### config.mk
export PLATFORM = sky130hd
export DESIGN_NAME = integer_to_radix_digits
export DESIGN_NICKNAME = d
export VERILOG_FILES = /design/src/sv/i2rd_pkg.sv /design/src/sv/i2rd_divider.sv /design/src/sv/integer_to_radix_digits.sv
export SDC_FILE = /design/constraint.sdc
export NUM_CORES = 1
export LEC_CHECK = 0
export ABC_AREA = 1
export BUFFER_PORTS_ARGS = -buffer_cell sky130_fd_sc_hd__buf_2
export CORE_MARGIN = 4
export CORE_UTILIZATION = 28
export CTS_BUF_LIST = sky130_fd_sc_hd__clkbuf_4 sky130_fd_sc_hd__clkbuf_8 sky130_fd_sc_hd__clkbuf_16
export DETAILED_ROUTE_END_ITERATION = 10
export SLEW_MARGIN = 0
export SYNTH_ARGS = -nofsm -noshare
export SYNTH_HDL_FRONTEND = slang
export SYNTH_SLANG_ARGS = --single-unit
### constraint.sdc
create_clock -name clk -period 2.2 [get_ports clk]
set_input_delay 0.44 -clock clk [delete_from_list [all_inputs] [get_ports clk]]
set_output_delay 0.44 -clock clk [all_outputs]
set_load 0.01 [all_outputs]
### src/sv/i2rd_pkg.sv
// Shared constants, types and the digit-to-ASCII mapping for the radix
// digit converter. No dependencies; imported by the divider and the top level.
package i2rd_pkg;

  localparam int VALUE_WIDTH = 31;
  localparam int BASE_W      = 5;
  localparam int DIGIT_W     = 4;
  localparam int CHAR_W      = 7;
  localparam int CNT_W       = $clog2(VALUE_WIDTH + 1);
  localparam int IDX_W       = $clog2(VALUE_WIDTH);

  localparam logic [BASE_W-1:0] BASE_MIN   = 5'd2;
  localparam logic [BASE_W-1:0] BASE_MAX   = 5'd16;
  localparam logic [BASE_W-1:0] BASE_RESET = 5'd10;

  localparam logic [DIGIT_W-1:0] DIGIT_MAX_DEC = 4'd9;
  localparam logic [CHAR_W-1:0]  ASCII_ZERO    = 7'd48;
  // 'A' minus ten, so that a digit value of ten maps to 'A'.
  localparam logic [CHAR_W-1:0]  ASCII_LETTER  = 7'd55;

  typedef struct packed {
    logic busy;
    logic done;
    logic quot_zero;
  } div_stat_t;

  function automatic logic [CHAR_W-1:0] digit_to_ascii(input logic [DIGIT_W-1:0] d);
    logic [CHAR_W-1:0] ext;
    ext = {{(CHAR_W - DIGIT_W){1'b0}}, d};
    if (d <= DIGIT_MAX_DEC) begin
      return ASCII_ZERO + ext;
    end
    return ASCII_LETTER + ext;
  endfunction

  function automatic logic [BASE_W-1:0] clamp_base(input logic [BASE_W-1:0] b);
    if (b < BASE_MIN) begin
      return BASE_MIN;
    end
    if (b > BASE_MAX) begin
      return BASE_MAX;
    end
    return b;
  endfunction

endpackage

### src/sv/i2rd_divider.sv
// Bit-serial restoring divider of a VALUE_WIDTH-bit dividend by a base of
// 2 to 16, one quotient bit per cycle. Depends on i2rd_pkg.
module i2rd_divider import i2rd_pkg::*; (
  input  logic                   clk,
  input  logic                   rst_n,
  input  logic                   start,
  input  logic [VALUE_WIDTH-1:0] dividend,
  input  logic [BASE_W-1:0]      base,
  output div_stat_t              stat,
  output logic [VALUE_WIDTH-1:0] quotient,
  output logic [DIGIT_W-1:0]     remainder
);

  logic                   busy_r, busy_nxt;
  logic                   done_r, done_nxt;
  logic [CNT_W-1:0]       cnt_r, cnt_nxt;
  logic [VALUE_WIDTH-1:0] quot_r, quot_nxt;
  logic [DIGIT_W-1:0]     rem_r, rem_nxt;

  logic [BASE_W-1:0] trial;
  logic [BASE_W-1:0] diff;
  logic              ge;

  // The partial remainder is below the base, so it fits in four bits; the
  // trial value with the next dividend bit needs five.
  assign trial = {rem_r, quot_r[VALUE_WIDTH-1]};
  assign ge    = (trial >= base);
  assign diff  = trial - base;

  always_comb begin
    busy_nxt = busy_r;
    done_nxt = 1'b0;
    cnt_nxt  = cnt_r;
    quot_nxt = quot_r;
    rem_nxt  = rem_r;
    if (start) begin
      busy_nxt = 1'b1;
      cnt_nxt  = CNT_W'(VALUE_WIDTH);
      quot_nxt = dividend;
      rem_nxt  = '0;
    end else if (busy_r) begin
      quot_nxt = {quot_r[VALUE_WIDTH-2:0], ge};
      rem_nxt  = ge ? diff[DIGIT_W-1:0] : trial[DIGIT_W-1:0];
      cnt_nxt  = cnt_r - 1'b1;
      if (cnt_r == CNT_W'(1)) begin
        busy_nxt = 1'b0;
        done_nxt = 1'b1;
      end
    end
  end

  always_ff @(posedge clk) begin
    if (!rst_n) begin
      busy_r <= 1'b0;
      done_r <= 1'b0;
      cnt_r  <= '0;
    end else begin
      busy_r <= busy_nxt;
      done_r <= done_nxt;
      cnt_r  <= cnt_nxt;
    end
    quot_r <= quot_nxt;
    rem_r  <= rem_nxt;
  end

  assign stat.busy      = busy_r;
  assign stat.done      = done_r;
  assign stat.quot_zero = (quot_r == '0);
  assign quotient       = quot_r;
  assign remainder      = rem_r;

endmodule

### src/sv/integer_to_radix_digits.sv
// Top level of the radix digit converter: sequencer, digit store and output
// register around the shared serial divider. Depends on i2rd_pkg, i2rd_divider.
//
// Usage. The input channel (in_valid, in_ready, in_value) takes one unsigned
// integer per item. The block writes it in the base held in the target_base
// register and gives one output item per digit on out_valid, out_ready,
// out_digit_char and out_last_digit, most significant digit first, as ASCII
// '0'-'9' and 'A'-'F'. The least significant digit carries out_last_digit.
// A zero gives the single digit '0'. The register is written through
// cfg_valid, cfg_ready and cfg_target_base; it resets to 10, and values below
// 2 or above 16 act as 2 or 16.
// Timing. One shared divider produces one quotient bit per cycle, and each
// digit takes a full division of the current quotient. The digits of an item
// are found one after another and then leave through the output register.
// in_ready is low from acceptance until the last digit has moved into the
// output register.
// Stalls. A stalled receiver holds the digit in the output register and the
// remaining digits wait behind it. Only once the last digit is in the output
// register may a new item be taken while that digit still waits.
// Reset. Synchronous reset drops all valids, empties the sequencer and sets
// target_base back to 10.
module integer_to_radix_digits import i2rd_pkg::*; (
  input  logic                   clk,
  input  logic                   rst_n,
  input  logic                   in_valid,
  output logic                   in_ready,
  input  logic [VALUE_WIDTH-1:0] in_value,
  output logic                   out_valid,
  input  logic                   out_ready,
  output logic [CHAR_W-1:0]      out_digit_char,
  output logic                   out_last_digit,
  input  logic                   cfg_valid,
  output logic                   cfg_ready,
  input  logic [BASE_W-1:0]      cfg_target_base
);

  typedef enum logic [1:0] {
    ST_IDLE,
    ST_DIVIDE,
    ST_EMIT
  } state_t;

  state_t state_r, state_nxt;

  logic [BASE_W-1:0]  target_base_r;
  logic [BASE_W-1:0]  base_r;
  logic [CNT_W-1:0]   ndig_r;
  logic [IDX_W-1:0]   rd_r;
  logic [DIGIT_W-1:0] digits_r [VALUE_WIDTH];

  logic              out_valid_r;
  logic [CHAR_W-1:0] out_char_r;
  logic              out_last_r;

  logic                   in_accept;
  logic                   div_start;
  logic [VALUE_WIDTH-1:0] div_dividend;
  div_stat_t              div_stat;
  logic [VALUE_WIDTH-1:0] div_quot;
  logic [DIGIT_W-1:0]     div_rem;
  logic                   digit_done;
  logic                   emit_load;

  assign in_ready  = (state_r == ST_IDLE);
  assign in_accept = in_valid && in_ready;
  assign cfg_ready = 1'b1;

  // A finished digit is stored; when the quotient is not yet zero the
  // divider is restarted at once on that quotient.
  assign digit_done   = (state_r == ST_DIVIDE) && div_stat.done;
  assign div_start    = in_accept || (digit_done && !div_stat.quot_zero);
  assign div_dividend = in_accept ? in_value : div_quot;

  // In the emit phase the output register is refilled whenever it is empty or being emptied.
  assign emit_load = (state_r == ST_EMIT) && (!out_valid_r || out_ready);

  i2rd_divider u_div (
    .clk       (clk),
    .rst_n     (rst_n),
    .start     (div_start),
    .dividend  (div_dividend),
    .base      (in_accept ? clamp_base(target_base_r) : base_r),
    .stat      (div_stat),
    .quotient  (div_quot),
    .remainder (div_rem)
  );

  always_comb begin
    state_nxt = state_r;
    unique case (state_r)
      ST_IDLE: begin
        if (in_accept) begin
          state_nxt = ST_DIVIDE;
        end
      end
      ST_DIVIDE: begin
        if (digit_done && div_stat.quot_zero) begin
          state_nxt = ST_EMIT;
        end
      end
      ST_EMIT: begin
        if (emit_load && (rd_r == '0)) begin
          state_nxt = ST_IDLE;
        end
      end
      default: state_nxt = ST_IDLE;
    endcase
  end

  always_ff @(posedge clk) begin
    if (!rst_n) begin
      state_r       <= ST_IDLE;
      target_base_r <= BASE_RESET;
      out_valid_r   <= 1'b0;
    end else begin
      state_r <= state_nxt;
      if (cfg_valid && cfg_ready) begin
        target_base_r <= cfg_target_base;
      end
      if (emit_load) begin
        out_valid_r <= 1'b1;
      end else if (out_ready) begin
        out_valid_r <= 1'b0;
      end
    end

    if (in_accept) begin
      base_r <= clamp_base(target_base_r);
      ndig_r <= '0;
    end else if (digit_done) begin
      digits_r[ndig_r[IDX_W-1:0]] <= div_rem;
      ndig_r <= ndig_r + 1'b1;
      // The digit just stored is the most significant one so far; the last one stored goes out first.
      rd_r   <= ndig_r[IDX_W-1:0];
    end else if (emit_load) begin
      rd_r <= rd_r - 1'b1;
    end

    if (emit_load) begin
      out_char_r <= digit_to_ascii(digits_r[rd_r]);
      out_last_r <= (rd_r == '0);
    end
  end

  assign out_valid      = out_valid_r;
  assign out_digit_char = out_char_r;
  assign out_last_digit = out_last_r;

`ifndef SYNTHESIS
  // The divider is only restarted once the previous division has finished.
  a_start_idle: assert property (@(posedge clk) disable iff (!rst_n)
    div_start |-> !div_stat.busy)
    else $error("divider restarted while busy");

  // A division in flight always belongs to the divide phase.
  a_busy_phase: assert property (@(posedge clk) disable iff (!rst_n)
    div_stat.busy |-> (state_r == ST_DIVIDE))
    else $error("divider busy outside the divide phase");

  // Loading the least significant digit ends the item.
  a_last_ends: assert property (@(posedge clk) disable iff (!rst_n)
    (emit_load && (rd_r == '0)) |=> (state_r == ST_IDLE) && out_valid && out_last_digit)
    else $error("last digit did not end the item");

  // No more digits are stored than the value has bits.
  a_digit_count: assert property (@(posedge clk) disable iff (!rst_n)
    digit_done |-> (ndig_r < CNT_W'(VALUE_WIDTH)))
    else $error("digit store overflow");
`endif

endmodule
---- Word-level counts from Yosys, hierarchy flattened ----
Memories as Yosys holds them, arrays and structs flattened. A register that Yosys moved wholly into a read port is not among the register bits.
Cells that the tools add are included.
word-level totals
  register bits ........................... 73
  latch bits .............................. 0
  RAM bits ................................ 124
  memory bits (read-only) ................. 0
  bits of input ports ..................... 41
  output and inout port bits .............. 11
  logic and storage cells ................. 93
  memories ................................ 1
memories
  name      words  bits a word  read ports  clocked after Yosys merged registers in  wr ports  RTL line                       source
  digits_r  31     4            1           1                                        1         integer_to_radix_digits.sv:49  logic [DIGIT_W-1:0] digits_r [VALUE_WIDTH];
cells by class
  add/subtract/negate cells ............... 6
  multipliers ............................. 0
  divide/modulo/power cells ............... 0
  magnitude comparators ................... 4
  eq/ne operators ......................... 7
  shifts and indexed selects .............. 0
  mux-type cells .......................... 39
  bitwise gates (word level) .............. 3
  reductions and logical operators ........ 20
operator list
  operator               number
  $mux W31               3
  $mux W5                12
  $logic_not A31 Y1      1
  $mux W1                17
  $add A6 B4 Y7 const A  2
  $mux W7                2
  $sub A5 B1 Y5 const B  2
  $logic_and A1 B1 Y1    6
  $mux W2                3
  $ne A2 B1 Y1 const B   3
  $pmux W2 S3            1
  $reduce_bool A2 Y1     3
  $add A5 B1 Y5 const B  1
  $eq A5 B1 Y1 const B   1
  $ge A5 B5 Y1           1
  $gt A5 B5 Y1 const B   1
  $logic_not A5 Y1       1
  $lt A5 B2 Y1 const B   1
  $le A4 B4 Y1 const B   1
  $mux W4                1
  $reduce_and A2 Y1      2
  $sub A4 B4 Y4          1
  $not A1 Y1             3
  $reduce_and A3 Y1      1
  other kinds (7)        9

---- Longest topological paths before layout ----
Gate-level depths: netlist (run 1).
  depth in word-level cells ............... 9
  gate-level depth with buffers ........... 18
  gate-level depth less buffers ........... 18

---- Hierarchy ----
From an unflattened synthesis (run 1), not the netlist that was laid out.
unflattened totals
  cells, all modules ...................... 994
  area, all modules ....................... 9404.0 um^2
by module, submodules not included
  module                   times used  cells each  area each (um^2)  seq. area each (um^2)
  integer_to_radix_digits  1           742         7221.9            4624.4
  i2rd_divider             1           252         2182.1            1151.1

---- Least setup slack after synthesis (run 1) ----
OpenSTA, ideal clock, no wires.
  path type ............................... reg2reg
  start point ............................. register state_r[1]
  end point ............................... register u_div.rem_r[2] (netlist: u_div.remainder[2])
  library setup time ...................... 61 ps
  arrival time ............................ 2239 ps
  required time ........................... 2139 ps
  setup slack ............................. -100 ps
  cell stages (with the launch flop) ...... 17
  path buffers ............................ 1
  period minus slack after synthesis ...... 2300 ps
  path through ............................ dfxtp_1 > nor2_1 > nand2_1 > clkbuf_1 > a21oi_1 > ha_1 > nand3_1 > nand2_1 > nand2_1 > nand3_1 > nand2_1 > nand2_1 > inv_1 > nor2_1 > nor2_1 > o21ai_0 > nand2_1
on the way
  cells in the longest elaborated chain, start to end .. 5
  elaborated cells between the ends (all ways) .. 10
  classes of those cells .................. add/sub (1); order compare (1); eq/ne (1); mux (2); reduce/logical (5)
RTL lines
  element                                        RTL line                                source
  start, declared                                integer_to_radix_digits.sv:43           state_t state_r, state_nxt;
  start signal, assigned                         integer_to_radix_digits.sv:116          state_r <= state_nxt;
  $logic_not A2 Y1 *                             integer_to_radix_digits.sv:64           assign in_ready = (state_r == ST_IDLE);
  net in_ready                                   integer_to_radix_digits.sv:26           output logic in_ready,
  $logic_and A1 B1 Y1 *                          integer_to_radix_digits.sv:65           assign in_accept = in_valid && in_ready;
  $mux W5                                        integer_to_radix_digits.sv:82           .base (in_accept ? clamp_base(target_base_r) : base_r),
  $sub A4 B4 Y4 or $ge A5 B5 Y1 (tied branches)  i2rd_divider.sv:28, i2rd_divider.sv:27
  $mux W4                                        i2rd_divider.sv:43                      rem_nxt = ge ? diff[DIGIT_W-1:0] : trial[DIGIT_W-1:0];
  end signal, assigned                           i2rd_divider.sv:63                      rem_r <= rem_nxt;
  end, declared                                  i2rd_divider.sv:18                      logic [DIGIT_W-1:0] rem_r, rem_nxt;
The timed path passes the listed nets; every way through them passes the cells marked *.
A chain may end at the register's enable or synchronous reset.

==> run metrics, run 1 <==
met2 WL roughly 10 mm; Seq/Total Area, Yosys 0.644; initial antenna violation count 0; maximum VDD drop 562 uV; status finished, violations left; setup TNS -0.0165 ns; min-delay src cfg_target_base[3]; asr flop ratio synth 0; total of max-cap violations 0; CTS tree built; Final Hold Viols 0; share of cells above drive strength 1 0.237; Setup crit end kind register; ANT cells 0; cell with the most instances after synthesis nand2_1; Synth Instances 872; synthesized area per cell 10.3 um2; largest net degree at the start of global routing 36; DR iter-0 viols 403; Worst Path Arrival 2.47 ns; Max stage delay on crit path 0.42 ns; Num CTS Buffers 22; CORE AREA between 0.03 and 0.04 mm2; largest cells by area after synthesis edfxtp_1 58%, nand2_1 9.5%, nand3_1 6.8%; top routing layer used met4; io pins 52; die area 0.0350 mm2; Post-Route M1 WL 9.28 mm; row count 65; Synth Cell Area 0.00897 mm2; share of the clock period used by the worst path 1.01; crit path max fanout 8; worst clock skew between 0.01 and 0.015 ns; WL per Instance 14.8 um; Port Buffers 50; WHS Endpoint target_base_r[3]; Routed Antenna Nets 0; first-pass GRT wire length 32.6 mm; Multi-input gate area 0.00287 mm2; flops & latches, synth 202; vias per std cell around 4.6; Slowest-stage cell, CP dfxtp_4; R2R depth 16; hpwl dp 13.2 mm; Die Ht 187 um; CTS max path bufs 3; Via Count 6419; CTS sink cnt about 200; synth warn 0; Hold Crit Class input pin to register; leakage power around 4.5 nW; main flop type after synthesis edfxtp_1; Slew Viols, Final 0; 1st-pass router iterations 5; vias in the first global route about 6.3k; # fillers 3112; post-synth top area share 0.579; CP cell instances clkinv_8, buf_12, nand2_1, nand3_1, nand3_2, nand3_2, nand2_1, nand2_2, nand2_4, inv_4, ha_4, or2_4, nand2_4, nand2_4, nand2_2, nand2_1; Skew-Pair Late Insertion Delay 0.50 ns; Clock Pin Slew Worst Setup and Hold Paths around 0.060 ns; worst slew pin tran around 0.75 ns; GRT overflow 0; Reg-to-Reg End out_digit_char[1]; Post-CTS Hold Buffers 0; die width 187 um; post-layout minimum cycle time 2.22 ns; Post-synth EDFFs 173; Worst EP required 2.45 ns; synthesis-to-finish area growth 26.0%; startpoint types register; slew margin rel. 0.498; post-layout util 0.358; cell taking the most area after synthesis edfxtp_1; Register Area ~0.0058 mm2; Global Route Usage Sum 0.113; slack of the worst reg-to-reg path -0.02 ns; setup ws final -0.0165 ns; number of remaining DRC errors 0; WS Path Type register to register; htree depth 1; failing checks setup timing; most frequent cells after synthesis 228 x nand2_1, 173 x edfxtp_1, 121 x nand3_1; clock root buffer clkbuf_16; routed wire length 20.7 mm; FMAX ~450 MHz; metal3 WL 1.06 mm; Initial Utilization 0.284; Distinct cells, synth 32; pwr dens slightly above 800 mW/mm2; syn nets 929; fin nets 1038; WHS Path Cells 3; GPL Wtd Cong 0.793; unrepaired setup endpoints after global routing yes; Post-Place Setup Slack -0.160 ns; setup violators final 1
-- worst max-delay path, delay by kind of cell (launching register included) --
family        cells  cell delay, ns
flops             1            0.42
buf+inv           3            0.31
fa+ha+maj         1            0.14
simple gates     12            1.09
-- stage by stage --
stage	cell area, um2	instances	hold WS, ns	power, W
finish	11300	1399	0.157	0.00921
global route	11300	1399	0.160	0.00957
CTS	10900	1392	0.141	0.00922
detailed placement	9990	1345	0.491	0.00537
global placement	9990	1345	0.474	0.00535
floorplan	8980	872	0.444	0.00502
-- report_power, final --
| part | switching, W | internal [W] |
|---|---|---|
| clock network | 0.00146 | 0.00240 |
| registers | 0.0000542 | 0.00444 |
| logic | 0.000556 | 0.000312 |
| total | 0.00207 | 0.00715 |
-- cells by family (layout without fill, tap and decap cells) --
| logic type | Yosys count | after routing | synth area share |
|---|---|---|---|
| xor+xnor | 8 | 8 | 0.00781 |
| compound gates | 81 | 81 | 0.0485 |
| buf+inv | 120 | 245 | 0.0653 |
| other cells | 1 | 1 | 0.000418 |
| simple gates | 444 | 444 | 0.211 |
| flops | 202 | 202 | 0.644 |
| fa+ha+maj | 16 | 16 | 0.0232 |
-- layout make-up --
cell class                 instances  share of cell area
sequential                       202               0.512
multi-input combinational        550               0.254
timing repair buffer             122              0.0917
clock buffer                      25              0.0523
tap                              402              0.0445
inverter                          83              0.0296
clock inverter                    15              0.0158
-- registers in the layout (all words and copies together), names as in the netlist, named ones only --
| name | flops |
|---|---|
| u_div.done_r | 1 |
| u_div.quotient | 31 |
| digits_r | 124 |
| state_r | 2 |
| out_last_digit | 1 |
| out_valid | 1 |
| u_div.busy_r | 1 |
| u_div.remainder | 4 |
| base_r | 5 |
| rd_r | 5 |
| u_div.cnt_r | 5 |
| ndig_r | 5 |
| out_digit_char | 7 |
| target_base_r | 5 |
-- worst max path at each step --
stage / from / to / slack, ns
floorplan: state_r[1] / u_div.remainder[2] / 0.03
global placement: register / out_digit_char[1] / -0.12
detailed placement: register / out_digit_char[1] / -0.16
CTS: register / out_digit_char[1] / 0.03
global route: register / out_digit_char[1] / -0.12
finish: register / out_digit_char[1] / -0.02
-- routing by layer --
metal | vias to the layer above | track usage
li1 | 3170 | -
met1 | 3032 | 0.150
met2 | 174 | 0.191
met3 | 43 | 0.0192
met4 | 0 | 0.0290
met5 | - | 0
-- placed cells by master (no fill, tap or decap), drive strengths merged --
cell type	n
nand2	233
ha	15
nand3b	1
xor2	6
buf	117
edfxtp	173
bufbuf	3
clkbuf	27
fa	1
bufinv	4
o21a	2
or2	1
dfxtp	29
nor2	68
nor3	6
nand4	12
o21ai	62
clkinv	11
nor4	1
nand3	121
o211ai	1
a21oi	16
clkinvlp	1
inv	82
and3b	1
conb	1
xnor2	2
-- timing repair --
action                                 4_1_cts  5_1_grt
setup buffers                                3        5
setup endpoints to repair                    8        9
endpoints found under the hold margin        0        0
gates resized for setup                     13       69
gates cloned                                 4        2
pin swaps                                    2       40
No activity file was read; power rests on OpenSTA's default activity.
==> run 2, diff against run 1 <==
Settings changed: SYNTH_HIERARCHICAL set to 1.
==> run 2 against run 1 <==
The flow now finishes without violations. Synthesized cell count increased by 14%. Via count increased by 7.6%. Count of clock-buffer cells in the layout increased by 4. Sequential share of layout area decreased by 1.2 points. Critical path depth unchanged. Critical path type unchanged. Critical endpoint unchanged.
==> run metrics, run 2 <==
min-delay src cfg_target_base[3]; Via Count 6909; hold slack 0.159 ns; setup ws final between 0.01 and 0.015 ns; row count between 60 and 70; most common cell after layout, fill and taps aside nand2_1; worst slew pin tran 0.634 ns; synthesis-to-finish area growth 23.2%; Slowest-stage cell, CP dfxtp_4; Slew Viols, Final 0; DR iter-0 viols 550; Synth Instances 993; slack of the worst reg-to-reg path 0.01 ns; Multi-input gate area 0.00329 mm2; GPL Wtd Cong about 0.83; htree depth 1; vias per std cell 4.48; share of cells above drive strength 1 0.202; Skew-Pair Late Insertion Delay 0.50 ns; Register Area between 0.005 and 0.006 mm2; setup violators final 0; number of remaining DRC errors 0; pwr dens 809 mW/mm2; Final Hold Viols 0; clock root buffer clkbuf_16; worst clock skew about 0.01 ns; Die Ht between 150 and 200 um; die area between 0.03 and 0.04 mm2; fin nets 1141; Clock Pin Slew Worst Setup and Hold Paths 0.06 ns; placed cell count between 1k and 1.5k; Routed Antenna Nets 0; first-pass GRT wire length 34.3 mm; Initial Utilization 0.287; status finished clean; startpoint types register; largest net degree at the start of global routing 47; maximum VDD drop 647 uV; Post-CTS Hold Buffers 0; die width 191 um; syn nets 1049; Post-Place Setup Slack -0.184 ns; WHS Endpoint target_base_r[3]; R2R depth 16; CORE AREA 0.0328 mm2; unrepaired setup endpoints after global routing yes; total of max-cap violations 0; CTS max path bufs 3; Largest register FFs 124; Setup crit end kind register; routed wire length 21.9 mm; GRT overflow 0; Hold Crit Class input pin to register; post-layout util 0.353; Max stage delay on crit path 0.42 ns; WS Path Type register to register; vias in the first global route around 6.5k; # fillers between 3k and 4k; slew margin rel. 0.574; hpwl dp 14.3 mm; WL per Instance 14.2 um; Reg-to-Reg End out_digit_char[1]; 1st-pass router iterations 6; CP cell instances clkinv_8, buf_12, nand2_2, nand3_2, nand3_2, nand2_2, nand2_1, nand3_2, nand2_4, inv_4, ha_4, or2_4, nand2_4, nand2_4, nand2_1, nand2_1; synth warn 6; most frequent cells in the layout 352 x nand2_1, 173 x edfxtp_1, 103 x nand3_1; Global Route Usage Sum 0.115; Worst Path Arrival 2.44 ns; synthesized area per cell 9.46 um2; initial antenna violation count 0; CTS sink cnt approximately 200; io pins 52; Port Buffers 50; Num CTS Buffers 23; ANT cells 0; post-layout minimum cycle time between 2 and 2.5 ns; Worst EP required 2.45 ns; CTS tree built; FMAX 457 MHz; share of the clock period used by the worst path 0.995; Synth Cell Area 0.00940 mm2; crit path max fanout 7; final non-filler cell total around 1.5k; WHS Path Cells 3; leakage power 4.70 nW
## run 2: cell types whose count changed in the layout (fill, tap and decap cells not counted), sizes merged, moves of 4 or more
cell    before  now
bufinv       4    0
nand2      233  376
nand4       12    8
clkbuf      27   32
inv         82   77
xor2         6    2
buf        117  108
nor2        68   64
nand3      121  125
o21ai       62   34
## run 2: final cells by class
class	instances	share of cell area
clock inverter	11	0.00530
tap	442	0.0478
inverter	79	0.0275
clock buffer	29	0.0562
multi-input combinational	667	0.285
sequential	202	0.499
timing repair buffer	112	0.0791
## run 2: report_power, final
part	total, W	internal, W	switching (W)
sequential	0.00463	0.00452	0.000109
combinational	0.00114	0.000398	0.000745
clock	0.00359	0.00209	0.00150
total	0.00936	0.00701	0.00236
## run 2: worst max-delay path by stage
stage	slack, ns	depth (start not counted)	end	from
6_report	0.01	16	out_digit_char[1]	register
3_5_place_dp	-0.18	13	u_div/quotient[0]	state_r[0]
4_1_cts	0.003	16	out_digit_char[1]	register
2_1_floorplan	0.03	13	u_div/quotient[0]	state_r[0]
3_3_place_gp	-0.14	13	u_div/quotient[0]	state_r[0]
5_1_grt	-0.09	16	out_digit_char[0]	register
## run 2: timing repair
item / in CTS / in global routing
pin swaps: 3 / 6
endpoints found under the setup margin: 7 / 72
gates cloned: 1 / 3
gates resized for setup: 10 / 54
setup buffers: 2 / 6
hold endpoints to repair: 0 / 0
## run 2: critical path: cells and delay by family, from the launching register on
kind	cells	cell delay [ns]
and+or+nand+nor	12	1.07
adders and majority gates	1	0.14
buffers and inverters	3	0.31
DFF	1	0.42
## run 2: stage by stage
stage,power [W],area [um2],setup TNS (ns)
floorplan,0.00538,9410,0
global placement,0.00580,10400,-0.470
detailed placement,0.00582,10400,-0.800
CTS,0.00940,11200,0
global route,0.00979,11600,-0.228
finish,0.00936,11600,0
## run 2: layer usage
layer	vias up	part of all wire	global-route usage
met2	178	0.46	0.186
met3	29	0.048	0.0208
met4	0	0.018	0.0235
met1	3213	0.47	0.162
li1	3489	-	-
met5	-	0	0
==> run 3, diff against run 2 <==
==> constraint.sdc (replaced) <==
create_clock -name clk -period 2.2 [get_ports clk]
set_input_delay 0.33 -clock clk [delete_from_list [all_inputs] [get_ports clk]]
set_output_delay 0.33 -clock clk [all_outputs]
set_load 0.01 [all_outputs]
==> run 3 against run 2 <==
Critical path depth decreased by 1. Worst hold slack got worse by 0.11 ns. Sequential cell count unchanged. Sequential share of layout area decreased by 0.71 points. Cell area increased by 1.4%. Global-route usage increased by 0.13 points. Register-to-register slack about the same.
==> run metrics, run 3 (synthesis gave the netlist of run 2 again) <==
status finished clean; WS Path Type register to register; Num CTS Buffers 23; initial antenna violation count 1; Global Route Usage Sum 0.116; 1st-pass router iterations 5; Slowest-stage cell, CP dfxtp_4; setup ws final 0.00890 ns; die area approximately 0.037 mm2; hpwl dp 14.1 mm; vias per std cell 4.55; crit path max fanout 10; GPL Wtd Cong roughly 0.79; CTS max path bufs 3; Buf/Inv on CP 2; WHS Path Cells 3; ANT cells 0; Post-CTS Hold Buffers 0; Routed Antenna Nets 0; worst clock skew 0.0105 ns; Via Count 7036; startpoint types register; post-layout minimum cycle time 2.19 ns; GRT overflow 0; worst slew pin tran between 0.6 and 0.7 ns; Reg-to-Reg End out_digit_char[0]; leakage power 4.78 nW; htree depth 1; most frequent cells in the layout 346 x nand2_1, 173 x edfxtp_1, 103 x nand3_1; WL per Instance around 14 um; Clock Pin Slew Worst Setup and Hold Paths approximately 0.06 ns; Post-Place Setup Slack -0.107 ns; Final Hold Viols 0; share of the clock period used by the worst path 0.996; setup violators final 0; FMAX 456 MHz; maximum VDD drop 607 uV; Worst EP required about 2.5 ns; slew margin rel. 0.594; clock root buffer clkbuf_16; DR iter-0 viols 563; number of remaining DRC errors 0; synthesis-to-finish area growth 24.9%; row count 66; most frequent CP cell nand2_1; CP cell instances buf_6, buf_12, nand2_1, nand3_1, nand3_1, nand3_1, nand2_1, nand2_1, nand2_2, ha_4, or2_4, nand2_4, nand2_4, nand2_2, nand2_1; largest net degree at the start of global routing 48; most common cell after layout, fill and taps aside nand2_1; unrepaired setup endpoints after global routing yes; Die Ht 191 um; R2R depth 15; setup TNS 0 ns; delay-heaviest family, CP simple AND/OR/NAND/NOR gates; vias in the first global route 6684; WHS Endpoint target_base_r[1]; CTS tree built; routed wire length 22.1 mm; post-layout util 0.358; Worst Path Arrival 2.45 ns; Max stage delay on crit path 0.42 ns; Setup crit end kind register; Area after DPL between 0.01 and 0.015 mm2; pwr dens between 800 and 900 mW/mm2; CTS sink cnt slightly above 200; io pins 52; die width 191 um; Skew-Pair Late Insertion Delay 0.50 ns; total of max-cap violations 0; Largest register FFs roughly 120; slack of the worst reg-to-reg path 0.009 ns; share of cells above drive strength 1 0.215; CORE AREA 0.0328 mm2; Initial Utilization 0.287; first-pass GRT wire length around 35 mm; Slew Viols, Final 0; fin nets between 1k and 1.5k; Port Buffers 50; min-delay src cfg_target_base[1]; Hold Crit Class input pin to register; Design Area, Final around 0.012 mm2
[run 3: cell types whose count changed in the layout (fill, tap and decap cells not counted), moves of 3 or more]
cell | before | now
clkinv_1 | 5 | 2
nand2_2 | 19 | 24
nand2_1 | 352 | 346
buf_4 | 46 | 49
bufinv_16 | 0 | 6
[run 3: worst max path at each step]
stage | cells after the start | slack (ns) | startpoint | endpoint
2_1_floorplan | 13 | 0.03 | state_r[0] | u_div/quotient[0]
5_1_grt | 16 | -0.10 | register | out_digit_char[0]
4_1_cts | 13 | 0.0009 | state_r[1] | u_div/quotient[0]
3_5_place_dp | 13 | -0.11 | state_r[0] | u_div/quotient[0]
3_3_place_gp | 13 | -0.08 | state_r[0] | u_div/quotient[0]
6_report | 15 | 0.009 | register | out_digit_char[0]
[run 3: layout make-up]
cell class              instances  area [um2]
flip-flops and latches        202        5780
clock inverters                14         238
repair buffers                115         940
clock buffers                  26         598
inverters                      79         318
fillers                      3225       21000
well taps                     442         553
multi-input cells             667        3310
[run 3: repair_timing]
action                                  4_1_cts  5_1_grt
endpoints found under the setup margin        7       32
pin swaps                                     8       19
setup buffers                                 6        6
endpoints found under the hold margin         0        0
gates resized for setup                      15       64
gates cloned                                  2        4
[run 3: worst register-to-register path: cells and delay by family, from the launching register on]
family,cells,cell delay (ns)
adder cells (fa/ha/maj),1,0.18
buffers and inverters,2,0.28
AND/OR/NAND/NOR,12,1.08
flip-flops,1,0.42
[run 3: metal layers]
layer,routed length [um],up-vias,global-route usage
li1,-,3494,-
met1,10100,3294,0.166
met2,10100,215,0.186
met3,1490,33,0.0188
met4,457,0,0.0251
met5,0,-,0
[run 3: report_power, final]
group	internal [W]	total (W)	switching (W)
clock network	0.00267	0.00419	0.00151
registers	0.00452	0.00463	0.000111
logic	0.000385	0.00113	0.000747
[run 3: metrics by stage]
stage	hold slack (ns)	power, W	cells
after global routing	0.0644	0.0104	1545
after detailed placement	0.480	0.00580	1489
final	0.0488	0.00995	1545
after CTS	0.0290	0.0100	1536
after floorplan	0.414	0.00538	993
after global placement	0.463	0.00578	1489
